<file path="config.mk">
export PLATFORM = sky130hd
export DESIGN_NAME = contiguous_block_allocator_top
export DESIGN_NICKNAME = d
export VERILOG_FILES = /design/src/hw/rtl/cba_pkg.sv /design/src/hw/rtl/cba_ram.sv /design/src/hw/rtl/cba_datapath.sv /design/src/hw/rtl/cba_ctrl.sv /design/src/hw/rtl/contiguous_block_allocator_top.sv
export SDC_FILE = /design/constraint.sdc
export NUM_CORES = 2
export LEC_CHECK = 0
export ABC_AREA = 1
export BUFFER_PORTS_ARGS = -buffer_cell sky130_fd_sc_hd__buf_2
export CORE_MARGIN = 2
export CORE_UTILIZATION = 40
export DETAILED_ROUTE_END_ITERATION = 7
export HOLD_SLACK_MARGIN = 0.08
export SYNTH_ARGS = -nofsm -noshare
export SYNTH_HDL_FRONTEND = slang
export SYNTH_SLANG_ARGS = --single-unit
</file>
<file path="constraint.sdc">
create_clock -name clk -period 7.8 [get_ports clk]
set_input_delay 1.17 -clock clk [delete_from_list [all_inputs] [get_ports clk]]
set_output_delay 1.17 -clock clk [all_outputs]
set_load 0.02 [all_outputs]
</file>
<file path="src/hw/rtl/cba_pkg.sv">
`timescale 1ns / 1ps
// ----------------------------------------------------------------------------
// cba_pkg: shared types and constants of the contiguous block allocator
// Holds the request and result layouts, the command codes, the controller
// states and the command and status bundles between controller and datapath.
// ----------------------------------------------------------------------------
package cba_pkg;

	// Field widths of the request, the result and the configuration register.
	localparam int START_W = 10;
	localparam int COUNT_W = 11;
	localparam int TOTAL_W = 11;

	// The map is held as words of this many blocks.
	localparam int WORD_W = 32;
	localparam int BIT_W  = 5;

	localparam int MAX_BLOCKS_DEF = 1024;

	localparam logic [TOTAL_W-1:0] TOTAL_RST = 11'd1024;

	// Request operation codes.
	localparam logic CMD_ALLOC = 1'b0;
	localparam logic CMD_FREE  = 1'b1;

	typedef struct packed {
		logic               cmd;
		logic [START_W-1:0] start_block;
		logic [COUNT_W-1:0] block_count;
	} req_t;

	typedef struct packed {
		logic               success;
		logic [START_W-1:0] run_start;
	} rsp_t;

	typedef enum logic [2:0] {
		ST_CLEAR,
		ST_IDLE,
		ST_CHECK,
		ST_SCAN,
		ST_MARK,
		ST_REPORT
	} state_t;

	// Commands from the controller to the datapath.
	typedef struct packed {
		logic clr_en;
		logic load;
		logic scan_go;
		logic free_load;
		logic mark_en;
		logic res_ok;
		logic res_fail;
	} ctl_cmd_t;

	// Status from the datapath to the controller.
	typedef struct packed {
		logic clr_last;
		logic is_free;
		logic zero_count;
		logic no_fit;
		logic free_empty;
		logic hit;
		logic scan_end;
		logic mark_last;
	} ctl_sts_t;

endpackage

</file>
<file path="src/hw/rtl/cba_ram.sv">
`timescale 1ns / 1ps
// ----------------------------------------------------------------------------
// cba_ram: generic simple dual-port RAM
// One write port and one read port with registered read data.
// ----------------------------------------------------------------------------
module cba_ram #(
	parameter int WIDTH  = 32,
	parameter int DEPTH  = 32,
	parameter int ADDR_W = (DEPTH > 1) ? $clog2(DEPTH) : 1
) (
	input  logic              clk,
	input  logic              we,
	input  logic [ADDR_W-1:0] waddr,
	input  logic [WIDTH-1:0]  wdata,
	input  logic              re,
	input  logic [ADDR_W-1:0] raddr,
	output logic [WIDTH-1:0]  rdata
);

	logic [WIDTH-1:0] mem [DEPTH];
	logic [WIDTH-1:0] rdata_q;

	always_ff @(posedge clk) begin
		if (we) begin
			mem[waddr] <= wdata;
		end
		if (re) begin
			rdata_q <= mem[raddr];
		end
	end

	assign rdata = rdata_q;

endmodule

</file>
<file path="src/hw/rtl/cba_datapath.sv">
`timescale 1ns / 1ps
// ----------------------------------------------------------------------------
// cba_datapath: block map, word scanner and run marker
// Holds the used map in a RAM of 32-bit words, the total register, the
// two-stage first-fit scanner and the read-modify-write run marker.
// ----------------------------------------------------------------------------
module cba_datapath #(
	parameter int MAX_BLOCKS = cba_pkg::MAX_BLOCKS_DEF
) (
	input  logic                          clk,
	input  logic                          arst_n,
	input  logic                          cfg_we,
	input  logic [cba_pkg::TOTAL_W-1:0]   cfg_wdata,
	input  cba_pkg::req_t                 req,
	input  cba_pkg::ctl_cmd_t             cmd,
	output cba_pkg::ctl_sts_t             sts,
	output cba_pkg::rsp_t                 rsp
);

	localparam int WORD_W  = cba_pkg::WORD_W;
	localparam int BIT_W   = cba_pkg::BIT_W;
	localparam int COUNT_W = cba_pkg::COUNT_W;
	localparam int START_W = cba_pkg::START_W;
	localparam int NWORDS  = (MAX_BLOCKS + WORD_W - 1) / WORD_W;
	localparam int WADDR_W = (NWORDS > 1) ? $clog2(NWORDS) : 1;
	localparam int SUM_W   = COUNT_W + 1;
	localparam int ARITH_W = (WADDR_W + BIT_W + 1 > SUM_W) ? WADDR_W + BIT_W + 1 : SUM_W;
	localparam int WIDX_W  = ARITH_W - BIT_W;
	localparam int RUN_W   = BIT_W + 1;

	// Configuration and request registers.
	logic [cba_pkg::TOTAL_W-1:0] total_q;
	cba_pkg::req_t               req_q;
	logic [ARITH_W-1:0]          lim_q;
	logic [ARITH_W-1:0]          lim_d;
	logic [ARITH_W-1:0]          tot_ext;
	logic [ARITH_W-1:0]          cnt_ext;
	logic [ARITH_W-1:0]          start_ext;
	logic [ARITH_W-1:0]          end_sum;
	logic [ARITH_W-1:0]          end_clip;
	logic [ARITH_W-1:0]          lim_m1;
	logic [WIDX_W-1:0]           scan_lastw;
	logic [WIDX_W-1:0]           lim_w;
	logic [BIT_W-1:0]            lim_b;

	// Clearing sweep.
	logic [WADDR_W-1:0] clr_q;

	// Scanner.
	logic                scan_rd;
	logic [WIDX_W-1:0]   scan_idx_q;
	logic                scan_all_q;
	logic [COUNT_W-1:0]  need_q;
	logic                v_s1;
	logic [WIDX_W-1:0]   w_s1;
	logic                last_s1;
	logic [WORD_W-1:0]   vmask;
	logic [WORD_W-1:0]   used_eff;
	logic [RUN_W-1:0]    pfx [WORD_W];
	logic [RUN_W-1:0]    run_a [WORD_W];
	logic [WORD_W-1:0]   free_a;
	logic                v_s2;
	logic [WIDX_W-1:0]   w_s2;
	logic                last_s2;
	logic [RUN_W-1:0]    run_s2 [WORD_W];
	logic [WORD_W-1:0]   free_s2;
	logic [WORD_W-1:0]   hit_vec;
	logic [BIT_W-1:0]    jh;
	logic                found;
	logic                hit;
	logic [ARITH_W-1:0]  pos;
	logic [ARITH_W-1:0]  run_begin;

	// Marker.
	logic [ARITH_W-1:0] lo_q;
	logic [ARITH_W-1:0] last_q;
	logic [WIDX_W-1:0]  mk_idx_q;
	logic               mk_all_q;
	logic               mk_rd;
	logic               m_v_s1;
	logic [WIDX_W-1:0]  m_w_s1;
	logic [WIDX_W-1:0]  lo_w;
	logic [WIDX_W-1:0]  last_w;
	logic [WORD_W-1:0]  mask_lo;
	logic [WORD_W-1:0]  mask_hi;
	logic [WORD_W-1:0]  mk_wdata;

	// RAM ports.
	logic               ram_we;
	logic [WADDR_W-1:0] ram_waddr;
	logic [WORD_W-1:0]  ram_wdata;
	logic               ram_re;
	logic [WADDR_W-1:0] ram_raddr;
	logic [WORD_W-1:0]  ram_rdata;

	// Result.
	logic               ok_q;
	logic [START_W-1:0] first_q;

	// ---------------- request decode ----------------
	assign tot_ext   = ARITH_W'(total_q);
	assign lim_d     = (tot_ext > ARITH_W'(MAX_BLOCKS)) ? ARITH_W'(MAX_BLOCKS) : tot_ext;
	assign cnt_ext   = ARITH_W'(req_q.block_count);
	assign start_ext = ARITH_W'(req_q.start_block);
	assign end_sum   = start_ext + cnt_ext;
	assign end_clip  = (end_sum > lim_q) ? lim_q : end_sum;
	assign lim_m1    = lim_q - ARITH_W'(1);
	assign scan_lastw = lim_m1[ARITH_W-1:BIT_W];
	assign lim_w     = lim_q[ARITH_W-1:BIT_W];
	assign lim_b     = lim_q[BIT_W-1:0];

	always_ff @(posedge clk or negedge arst_n) begin
		if (!arst_n) begin
			total_q <= cba_pkg::TOTAL_RST;
		end else if (cfg_we) begin
			total_q <= cfg_wdata;
		end
	end

	always_ff @(posedge clk) begin
		if (cmd.load) begin
			req_q <= req;
			lim_q <= lim_d;
		end
	end

	// ---------------- clearing sweep ----------------
	always_ff @(posedge clk or negedge arst_n) begin
		if (!arst_n) begin
			clr_q <= '0;
		end else if (cmd.clr_en) begin
			clr_q <= clr_q + WADDR_W'(1);
		end
	end

	// ---------------- scanner: word fetch ----------------
	assign scan_rd = cmd.scan_go & ~scan_all_q;

	always_ff @(posedge clk or negedge arst_n) begin
		if (!arst_n) begin
			scan_idx_q <= '0;
			scan_all_q <= 1'b0;
			v_s1       <= 1'b0;
			v_s2       <= 1'b0;
		end else begin
			if (cmd.load) begin
				scan_idx_q <= '0;
				scan_all_q <= 1'b0;
			end else if (scan_rd) begin
				if (scan_idx_q == scan_lastw) begin
					scan_all_q <= 1'b1;
				end else begin
					scan_idx_q <= scan_idx_q + WIDX_W'(1);
				end
			end
			v_s1 <= scan_rd;
			v_s2 <= v_s1 & cmd.scan_go;
		end
	end

	always_ff @(posedge clk) begin
		w_s1    <= scan_idx_q;
		last_s1 <= (scan_idx_q == scan_lastw);
	end

	// ---------------- scanner stage A: free run ending at each bit ----------------
	// Blocks at or above the limit read as used so that no run crosses it.
	always_comb begin
		if (w_s1 < lim_w) begin
			vmask = '1;
		end else begin
			vmask = ~({WORD_W{1'b1}} << lim_b);
		end
		used_eff = ram_rdata | ~vmask;
		for (int j = 0; j < WORD_W; j++) begin
			pfx[j] = used_eff[j] ? RUN_W'(j + 1) : '0;
		end
		// Log-depth prefix of the last used position (plus one) at or below each bit.
		for (int l = 0; l < BIT_W; l++) begin
			for (int j = WORD_W - 1; j >= 0; j--) begin
				if (j >= (1 << l) && pfx[j] == '0) begin
					pfx[j] = pfx[j - (1 << l)];
				end
			end
		end
		for (int j = 0; j < WORD_W; j++) begin
			run_a[j]  = RUN_W'(j + 1) - pfx[j];
			free_a[j] = (pfx[j] == '0);
		end
	end

	always_ff @(posedge clk) begin
		w_s2    <= w_s1;
		last_s2 <= last_s1;
		run_s2  <= run_a;
		free_s2 <= free_a;
	end

	// ---------------- scanner stage B: first fit ----------------
	// need_q is what the run carried in from earlier words still lacks.
	always_comb begin
		for (int j = 0; j < WORD_W; j++) begin
			hit_vec[j] = free_s2[j] ? (COUNT_W'(run_s2[j]) >= need_q)
			                        : (COUNT_W'(run_s2[j]) >= req_q.block_count);
		end
		jh = '0;
		for (int j = WORD_W - 1; j >= 0; j--) begin
			if (hit_vec[j]) begin
				jh = BIT_W'(j);
			end
		end
		found = |hit_vec;
	end

	assign hit       = v_s2 & cmd.scan_go & found;
	assign pos       = {w_s2, jh};
	assign run_begin = pos + ARITH_W'(1) - cnt_ext;

	always_ff @(posedge clk or negedge arst_n) begin
		if (!arst_n) begin
			need_q <= '0;
		end else if (cmd.load) begin
			need_q <= req.block_count;
		end else if (v_s2 && cmd.scan_go && !found) begin
			if (free_s2[WORD_W-1]) begin
				need_q <= need_q - COUNT_W'(WORD_W);
			end else begin
				need_q <= req_q.block_count - COUNT_W'(run_s2[WORD_W-1]);
			end
		end
	end

	// ---------------- run marker ----------------
	assign mk_rd  = cmd.mark_en & ~mk_all_q;
	assign lo_w   = lo_q[ARITH_W-1:BIT_W];
	assign last_w = last_q[ARITH_W-1:BIT_W];

	always_ff @(posedge clk or negedge arst_n) begin
		if (!arst_n) begin
			mk_idx_q <= '0;
			mk_all_q <= 1'b1;
			m_v_s1   <= 1'b0;
		end else begin
			if (cmd.free_load) begin
				mk_idx_q <= start_ext[ARITH_W-1:BIT_W];
				mk_all_q <= 1'b0;
			end else if (hit) begin
				mk_idx_q <= run_begin[ARITH_W-1:BIT_W];
				mk_all_q <= 1'b0;
			end else if (mk_rd) begin
				if (mk_idx_q == last_w) begin
					mk_all_q <= 1'b1;
				end else begin
					mk_idx_q <= mk_idx_q + WIDX_W'(1);
				end
			end
			m_v_s1 <= mk_rd;
		end
	end

	always_ff @(posedge clk) begin
		if (cmd.free_load) begin
			lo_q   <= start_ext;
			last_q <= end_clip - ARITH_W'(1);
		end else if (hit) begin
			lo_q   <= run_begin;
			last_q <= pos;
		end
		m_w_s1 <= mk_idx_q;
	end

	always_comb begin
		mask_lo = (m_w_s1 == lo_w) ? ({WORD_W{1'b1}} << lo_q[BIT_W-1:0]) : '1;
		mask_hi = (m_w_s1 == last_w) ? ({WORD_W{1'b1}} >> (~last_q[BIT_W-1:0])) : '1;
		if (req_q.cmd == cba_pkg::CMD_ALLOC) begin
			mk_wdata = ram_rdata | (mask_lo & mask_hi);
		end else begin
			mk_wdata = ram_rdata & ~(mask_lo & mask_hi);
		end
	end

	// ---------------- map RAM ----------------
	assign ram_we    = cmd.clr_en | m_v_s1;
	assign ram_waddr = cmd.clr_en ? clr_q : m_w_s1[WADDR_W-1:0];
	assign ram_wdata = cmd.clr_en ? '0 : mk_wdata;
	assign ram_re    = scan_rd | mk_rd;
	assign ram_raddr = scan_rd ? scan_idx_q[WADDR_W-1:0] : mk_idx_q[WADDR_W-1:0];

	cba_ram #(
		.WIDTH  (WORD_W),
		.DEPTH  (NWORDS),
		.ADDR_W (WADDR_W)
	) u_map (
		.clk   (clk),
		.we    (ram_we),
		.waddr (ram_waddr),
		.wdata (ram_wdata),
		.re    (ram_re),
		.raddr (ram_raddr),
		.rdata (ram_rdata)
	);

	// ---------------- result ----------------
	always_ff @(posedge clk) begin
		if (cmd.res_ok) begin
			ok_q    <= 1'b1;
			first_q <= '0;
		end else if (cmd.res_fail) begin
			ok_q    <= 1'b0;
			first_q <= '0;
		end else if (hit) begin
			ok_q    <= 1'b1;
			first_q <= run_begin[START_W-1:0];
		end
	end

	assign rsp.success   = ok_q;
	assign rsp.run_start = first_q;

	// ---------------- status ----------------
	assign sts.clr_last   = (clr_q == WADDR_W'(NWORDS - 1));
	assign sts.is_free    = (req_q.cmd == cba_pkg::CMD_FREE);
	assign sts.zero_count = (req_q.block_count == '0);
	assign sts.no_fit     = (lim_q == '0) || (cnt_ext > lim_q);
	assign sts.free_empty = (end_clip <= start_ext);
	assign sts.hit        = hit;
	assign sts.scan_end   = v_s2 & cmd.scan_go & last_s2 & ~found;
	assign sts.mark_last  = m_v_s1 & (m_w_s1 == last_w);

	// ---------------- assertions ----------------
	a_scan_no_write: assert property (@(posedge clk) disable iff (!arst_n)
		cmd.scan_go |-> !ram_we)
		else $error("map written during a scan");

	a_need_nonzero: assert property (@(posedge clk) disable iff (!arst_n)
		(cmd.scan_go && v_s2) |-> (need_q != '0))
		else $error("scan carried a satisfied run past its word");

	a_hit_in_limit: assert property (@(posedge clk) disable iff (!arst_n)
		hit |-> (pos < lim_q))
		else $error("fit found at or above the block limit");

endmodule

</file>
<file path="src/hw/rtl/cba_ctrl.sv">
`timescale 1ns / 1ps
// ----------------------------------------------------------------------------
// cba_ctrl: allocator sequencer
// Steps the datapath through clearing, request check, scan, marking and
// result report.
// ----------------------------------------------------------------------------
module cba_ctrl (
	input  logic                clk,
	input  logic                arst_n,
	input  logic                start,
	input  cba_pkg::ctl_sts_t   sts,
	output cba_pkg::ctl_cmd_t   cmd,
	output logic                busy,
	output logic                done
);

	cba_pkg::state_t state_q;
	cba_pkg::state_t state_d;

	always_ff @(posedge clk or negedge arst_n) begin
		if (!arst_n) begin
			state_q <= cba_pkg::ST_CLEAR;
		end else begin
			state_q <= state_d;
		end
	end

	always_comb begin
		state_d = state_q;
		unique case (state_q)
			cba_pkg::ST_CLEAR: begin
				if (sts.clr_last) begin
					state_d = cba_pkg::ST_IDLE;
				end
			end
			cba_pkg::ST_IDLE: begin
				if (start) begin
					state_d = cba_pkg::ST_CHECK;
				end
			end
			cba_pkg::ST_CHECK: begin
				if (sts.is_free) begin
					state_d = sts.free_empty ? cba_pkg::ST_REPORT : cba_pkg::ST_MARK;
				end else if (sts.zero_count || sts.no_fit) begin
					state_d = cba_pkg::ST_REPORT;
				end else begin
					state_d = cba_pkg::ST_SCAN;
				end
			end
			cba_pkg::ST_SCAN: begin
				if (sts.hit) begin
					state_d = cba_pkg::ST_MARK;
				end else if (sts.scan_end) begin
					state_d = cba_pkg::ST_REPORT;
				end
			end
			cba_pkg::ST_MARK: begin
				if (sts.mark_last) begin
					state_d = cba_pkg::ST_REPORT;
				end
			end
			cba_pkg::ST_REPORT: begin
				state_d = cba_pkg::ST_IDLE;
			end
			default: begin
				state_d = cba_pkg::ST_CLEAR;
			end
		endcase
	end

	always_comb begin
		cmd  = '0;
		busy = 1'b1;
		done = 1'b0;
		unique case (state_q)
			cba_pkg::ST_CLEAR: begin
				cmd.clr_en = 1'b1;
			end
			cba_pkg::ST_IDLE: begin
				busy     = 1'b0;
				cmd.load = start;
			end
			cba_pkg::ST_CHECK: begin
				if (sts.is_free) begin
					cmd.res_ok    = 1'b1;
					cmd.free_load = ~sts.free_empty;
				end else if (sts.zero_count) begin
					cmd.res_ok = 1'b1;
				end else if (sts.no_fit) begin
					cmd.res_fail = 1'b1;
				end
			end
			cba_pkg::ST_SCAN: begin
				cmd.scan_go  = 1'b1;
				cmd.res_fail = sts.scan_end;
			end
			cba_pkg::ST_MARK: begin
				cmd.mark_en = 1'b1;
			end
			cba_pkg::ST_REPORT: begin
				done = 1'b1;
			end
			default: begin
				cmd = '0;
			end
		endcase
	end

	a_done_single: assert property (@(posedge clk) disable iff (!arst_n)
		done |=> !done)
		else $error("result strobe held longer than one cycle");

endmodule

</file>
<file path="src/hw/rtl/contiguous_block_allocator_top.sv">
`timescale 1ns / 1ps
// ----------------------------------------------------------------------------
// contiguous_block_allocator_top: first-fit bitmap block allocator
// Keeps a used mark per block and serves allocate and free requests on runs
// of contiguous blocks.
// ----------------------------------------------------------------------------
// A request is taken when start is high while busy is low; busy then stays
// high until the single result has been shown. The result is on rsp for
// exactly one cycle with done high, and the receiver must take it then since
// it cannot hold the block off. After reset the block first clears its map
// of MAX_BLOCKS/32 words (rounded up), one word per cycle, busy high; writes
// to the total register are taken at any time but are meant to happen only
// while the block is idle. The map is a RAM of 32-bit words with one read and
// one write port, and that port pair sets the timing: an allocate is checked,
// then walks the words from block 0 one per cycle through a two-stage scanner
// up to the word k holding the end of the first fitting run, then
// read-modify-writes the n words the run covers and reports. A failing
// allocate walks all words below the limit (the total clipped to MAX_BLOCKS);
// a free read-modify-writes its words with no scan. A zero count allocate,
// an allocate larger than the limit, or a free starting at or beyond it is
// answered from the check alone. The next request can be given in the cycle
// after done. On a free, or a failed allocate, run_start is 0.
// ----------------------------------------------------------------------------
module contiguous_block_allocator_top #(
	parameter int MAX_BLOCKS = cba_pkg::MAX_BLOCKS_DEF
) (
	input  logic                        clk,
	input  logic                        arst_n,
	input  logic                        start,
	input  cba_pkg::req_t               req,
	output logic                        busy,
	output logic                        done,
	output cba_pkg::rsp_t               rsp,
	input  logic                        cfg_we,
	input  logic [cba_pkg::TOTAL_W-1:0] cfg_wdata
);

	// Command and status bundles between the sequencer and the datapath.
	cba_pkg::ctl_cmd_t cmd;
	cba_pkg::ctl_sts_t sts;

	// The sequencer owns the handshake: busy and the result strobe come
	// straight from its state.
	cba_ctrl u_ctrl (
		.clk    (clk),
		.arst_n (arst_n),
		.start  (start),
		.sts    (sts),
		.cmd    (cmd),
		.busy   (busy),
		.done   (done)
	);

	// The datapath holds the map, the total register and the result
	// register, which stays stable from the end of the work until done.
	cba_datapath #(
		.MAX_BLOCKS (MAX_BLOCKS)
	) u_dp (
		.clk       (clk),
		.arst_n    (arst_n),
		.cfg_we    (cfg_we),
		.cfg_wdata (cfg_wdata),
		.req       (req),
		.cmd       (cmd),
		.sts       (sts),
		.rsp       (rsp)
	);

	// Every accepted transfer leads to work, and the block is free again
	// right after its result.
	a_accept_busy: assert property (@(posedge clk) disable iff (!arst_n)
		(start && !busy) |=> busy)
		else $error("request accepted without going busy");

	a_done_release: assert property (@(posedge clk) disable iff (!arst_n)
		done |=> !busy)
		else $error("block still busy after its result");

endmodule
</file>
==> results.sh <==
export IMPL_outcome="finished clean"
export IMPL_die_h_um=413
export IMPL_min_period_over_period=0.874
export IMPL_drtIter0Drc=5581
export IMPL_clockBufferDepth=3
export IMPL_fp_dieArea_sq_um=171000
export IMPL_fin_skew_ns=0.0502
export IMPL_setup_viol=0
export IMPL_synthCells=6295
export IMPL_drive_above_1_share=0.0859
export IMPL_drc_errors=0
export IMPL_ant_nets=0
export IMPL_arrival_ns=7.50
export IMPL_synth_edf_count=1111
export IMPL_cts_tree="done"
export IMPL_synth_compound_gate_area_share=0.154
export IMPL_clk_transition_reported_paths_ns=0.06
export IMPL_muxShareOfSynthArea=0.000168
export IMPL_instances_no_fill=8692
export IMPL_overflow=0
export IMPL_fp_coreArea_sq_um=167000
export IMPL_p_per_area_nw_per_um2=430
export IMPL_regArea_sq_um=39300
export IMPL_fin_nets=6879
export IMPL_ios=50
export IMPL_cp_top_family="compound AO/OA/AOI/OAI gates"
export IMPL_vias_per_cell=5.76
export IMPL_ys_seq_area_frac=0.586
export IMPL_synthXorXnorAreaFrac=0.0116
export IMPL_wl_per_cell_um=24.7
export IMPL_synth_simple_gate_area_frac=0.111
export IMPL_initial_core_util=0.402
export IMPL_grt_max_degree=140
export IMPL_num_rows=150
export IMPL_grt_util_all_layers=0.247
export IMPL_fmax_mhz=147
export IMPL_htreeDepth=4
export IMPL_netlist_area_sq_um=67000
export IMPL_cts_resized=0
export IMPL_multiInputGateArea_sq_um=24900
export IMPL_port_buffers=49
export IMPL_max_stage_delay_ns=0.56
export IMPL_cts_root_buf="clkbuf_16"
export IMPL_die_w_um=413
export IMPL_postLayoutSetupSlackWorst_ns=0.979
export IMPL_async_flop_share=0.0351
export IMPL_max_cap_violations=0
export IMPL_grt_pass1_vias=47650
export IMPL_ys_ff_latch=1395
export IMPL_ys_types=77
export IMPL_worstSetupPathType="register to register"
export IMPL_required_ns=8.48
export IMPL_grt_antenna_before_repair=1
export IMPL_drv_slew=0
export IMPL_nFillCells=15259
export IMPL_end_kind="register"
export IMPL_vdd_ir_drop_max_uv=359
export IMPL_hold_violations=0
export IMPL_vias=50071
export IMPL_clkSinkCount=1395
export IMPL_slew_headroom=0.0819
export IMPL_startpoint_type="register"
export IMPL_synth_avg_cell_area_sq_um=10.6
export IMPL_finalPower_w=0.0324
export IMPL_crit_fanout=13
export IMPL_critical_path_buf_inv_count=6
export IMPL_worst_pin_slew_ns=1.38
export IMPL_period_needed_ns=6.82
export IMPL_hold_class="register to register"
export IMPL_cts_setup_buffers=0
export IMPL_area_growth_pct=12.4
export IMPL_drt_pass1_iterations=8
export IMPL_synth_top_family_by_area="compound AO/OA/AOI/OAI gates"
export IMPL_synth_main_ff_cell="edfxtp_1"
export IMPL_p_leak_nw=28.7
export IMPL_synth_warnings=0
export IMPL_dp_slack_ns=1.13
export IMPL_clock_latency_ns=0.81
export IMPL_drt_wl_total_um=215000
export IMPL_hold_buffers=0
export IMPL_fin_setup_tns_ns=0
export IMPL_slowest_stage="edfxtp_1"
export IMPL_cts_made_buffers=147
export IMPL_gp_congestion=1.01
export IMPL_grt_pass1_wl_um=314000
export IMPL_synthAdderAreaFrac=0.0881
export IMPL_grt_setup_unrepaired="no"
export IMPL_place_inst=8427
export IMPL_dp_hpwl_um=132000
## metrics by stage
| stage | instance area (sq um) | hold slack, ns | util |
|---|---|---|---|
| finish | 75300 | 0.356 | 0.451 |
| global route | 75300 | 0.361 | 0.451 |
| CTS | 75300 | 0.356 | 0.451 |
| detailed placement | 70500 | 0.318 | 0.423 |
| global placement | 70500 | 0.321 | 0.423 |
| floorplan | 67100 | 0.310 | - |
## cell families (layout without fill, tap and decap cells)
family | Yosys count | count (layout)
and+or+nand+nor | 1792 | 1792
AOI/OAI and AO/OA | 1678 | 1678
DFF | 1395 | 1395
buffers and inverters | 869 | 1040
adders and majority gates | 470 | 470
xor gates and xnor gates | 89 | 89
other | 1 | 23
muxes | 1 | 1
## cell usage after synthesis, types with 66 or more instances
cell type,number,share of area
a31oi_1,75,0.0070
dfxtp_1,235,0.070
nand2_1,597,0.033
edfxtp_1,1111,0.50
o21ai_0,750,0.056
o221ai_1,224,0.029
o21a_1,82,0.0092
ha_1,467,0.087
nand3_1,143,0.011
nor2_1,883,0.049
inv_1,573,0.032
clkbuf_1,237,0.013
xor2_1,69,0.0090
o211ai_1,66,0.0074
a21oi_1,231,0.017
## sequential cells by signal, summed over array words and instances, names as in the netlist, 12 cells and up
signal / count
u_dp.u_map.rdata: 32
u_dp.u_map.mem: 1024
u_dp.last_q: 12
u_dp.run_s2: 168
u_dp.free_s2: 31
u_dp.lo_q: 12
## cell usage in the layout, fill, tap and decap left out, types with 13 or more instances in the layout
cell type and count:
buf_4 111, nor2_1 850, dfxtp_1 235, o221ai_1 224
inv_1 571, xnor2_1 20, nand4_1 29, o21ai_1 32
o21a_1 82, dfrtp_1 47, clkbuf_16 148, ha_1 467
clkinv_2 17, a21boi_0 40, nand2_1 596, buf_2 49
o21bai_1 22, nor4_1 13, nor3_1 46, nor2_2 20
nor2_4 46, conb_1 21, clkinv_1 33, edfxtp_1 1111
o211ai_1 66, a21oi_2 35, a31oi_1 75, nand3_1 143
xor2_1 69, clkbuf_1 38, a21oi_1 204, o21ai_0 748
inv_2 29, o22ai_1 57
## worst paths after layout
path | slack [ns] | to | start | cells past startpoint
worst max-delay path | 0.98 | u_dp.mk_idx_q[6] | u_dp.cnt_ext[1] | 37
worst min-delay path | 0.36 | u_dp.w_s2[0] | u_dp.w_s1[0] | 0
worst max register to register | 0.98 | u_dp.mk_idx_q[6] | u_dp.cnt_ext[1] | 37
worst min register to register | 0.36 | u_dp.w_s2[0] | u_dp.w_s1[0] | 0
max in group asynchronous | 6.75 | u_dp.clr_q[4] | arst_n | 2
min in group asynchronous | 0.51 | u_dp.need_q[9] | arst_n | 2
## area by class of cell
cell class / count / area share
Antenna cell: 2 / 0.0000665
Clock buffer: 191 / 0.0520
Clock inverter: 72 / 0.0109
Inverter: 609 / 0.0306
Multi-Input combinational cell: 4051 / 0.331
Sequential cell: 1395 / 0.522
Tap cell: 2204 / 0.0366
Timing Repair Buffer: 168 / 0.0165
## metal layers
layer	GRT usage	vias up	wire length [um]	share of wire
li1	-	22739	-	-
met1	0.326	24588	87900	0.41
met2	0.405	2260	101000	0.47
met3	0.0433	484	17300	0.081
met4	0.0932	0	8160	0.038
met5	0	-	0	0
## report_power, final
| group | switching [W] | leakage (nW) | total [W] | internal (W) |
|---|---|---|---|---|
| Clock | 0.00303 | 2.29 | 0.00699 | 0.00396 |
| Combinational | 0.0104 | 13.8 | 0.0145 | 0.00413 |
| Sequential | 0.000742 | 12.7 | 0.0109 | 0.0102 |
## worst reg2reg max path, delay by kind of cell (launching register included)
kind	cells	cell delay (ns)
xor+xnor	1	0.16
fa+ha+maj	4	1.10
simple gates	10	0.96
buf+inv	6	1.16
compound gates	16	2.81
flops	1	0.56
Note: power is estimated with default switching activity, not from simulation.
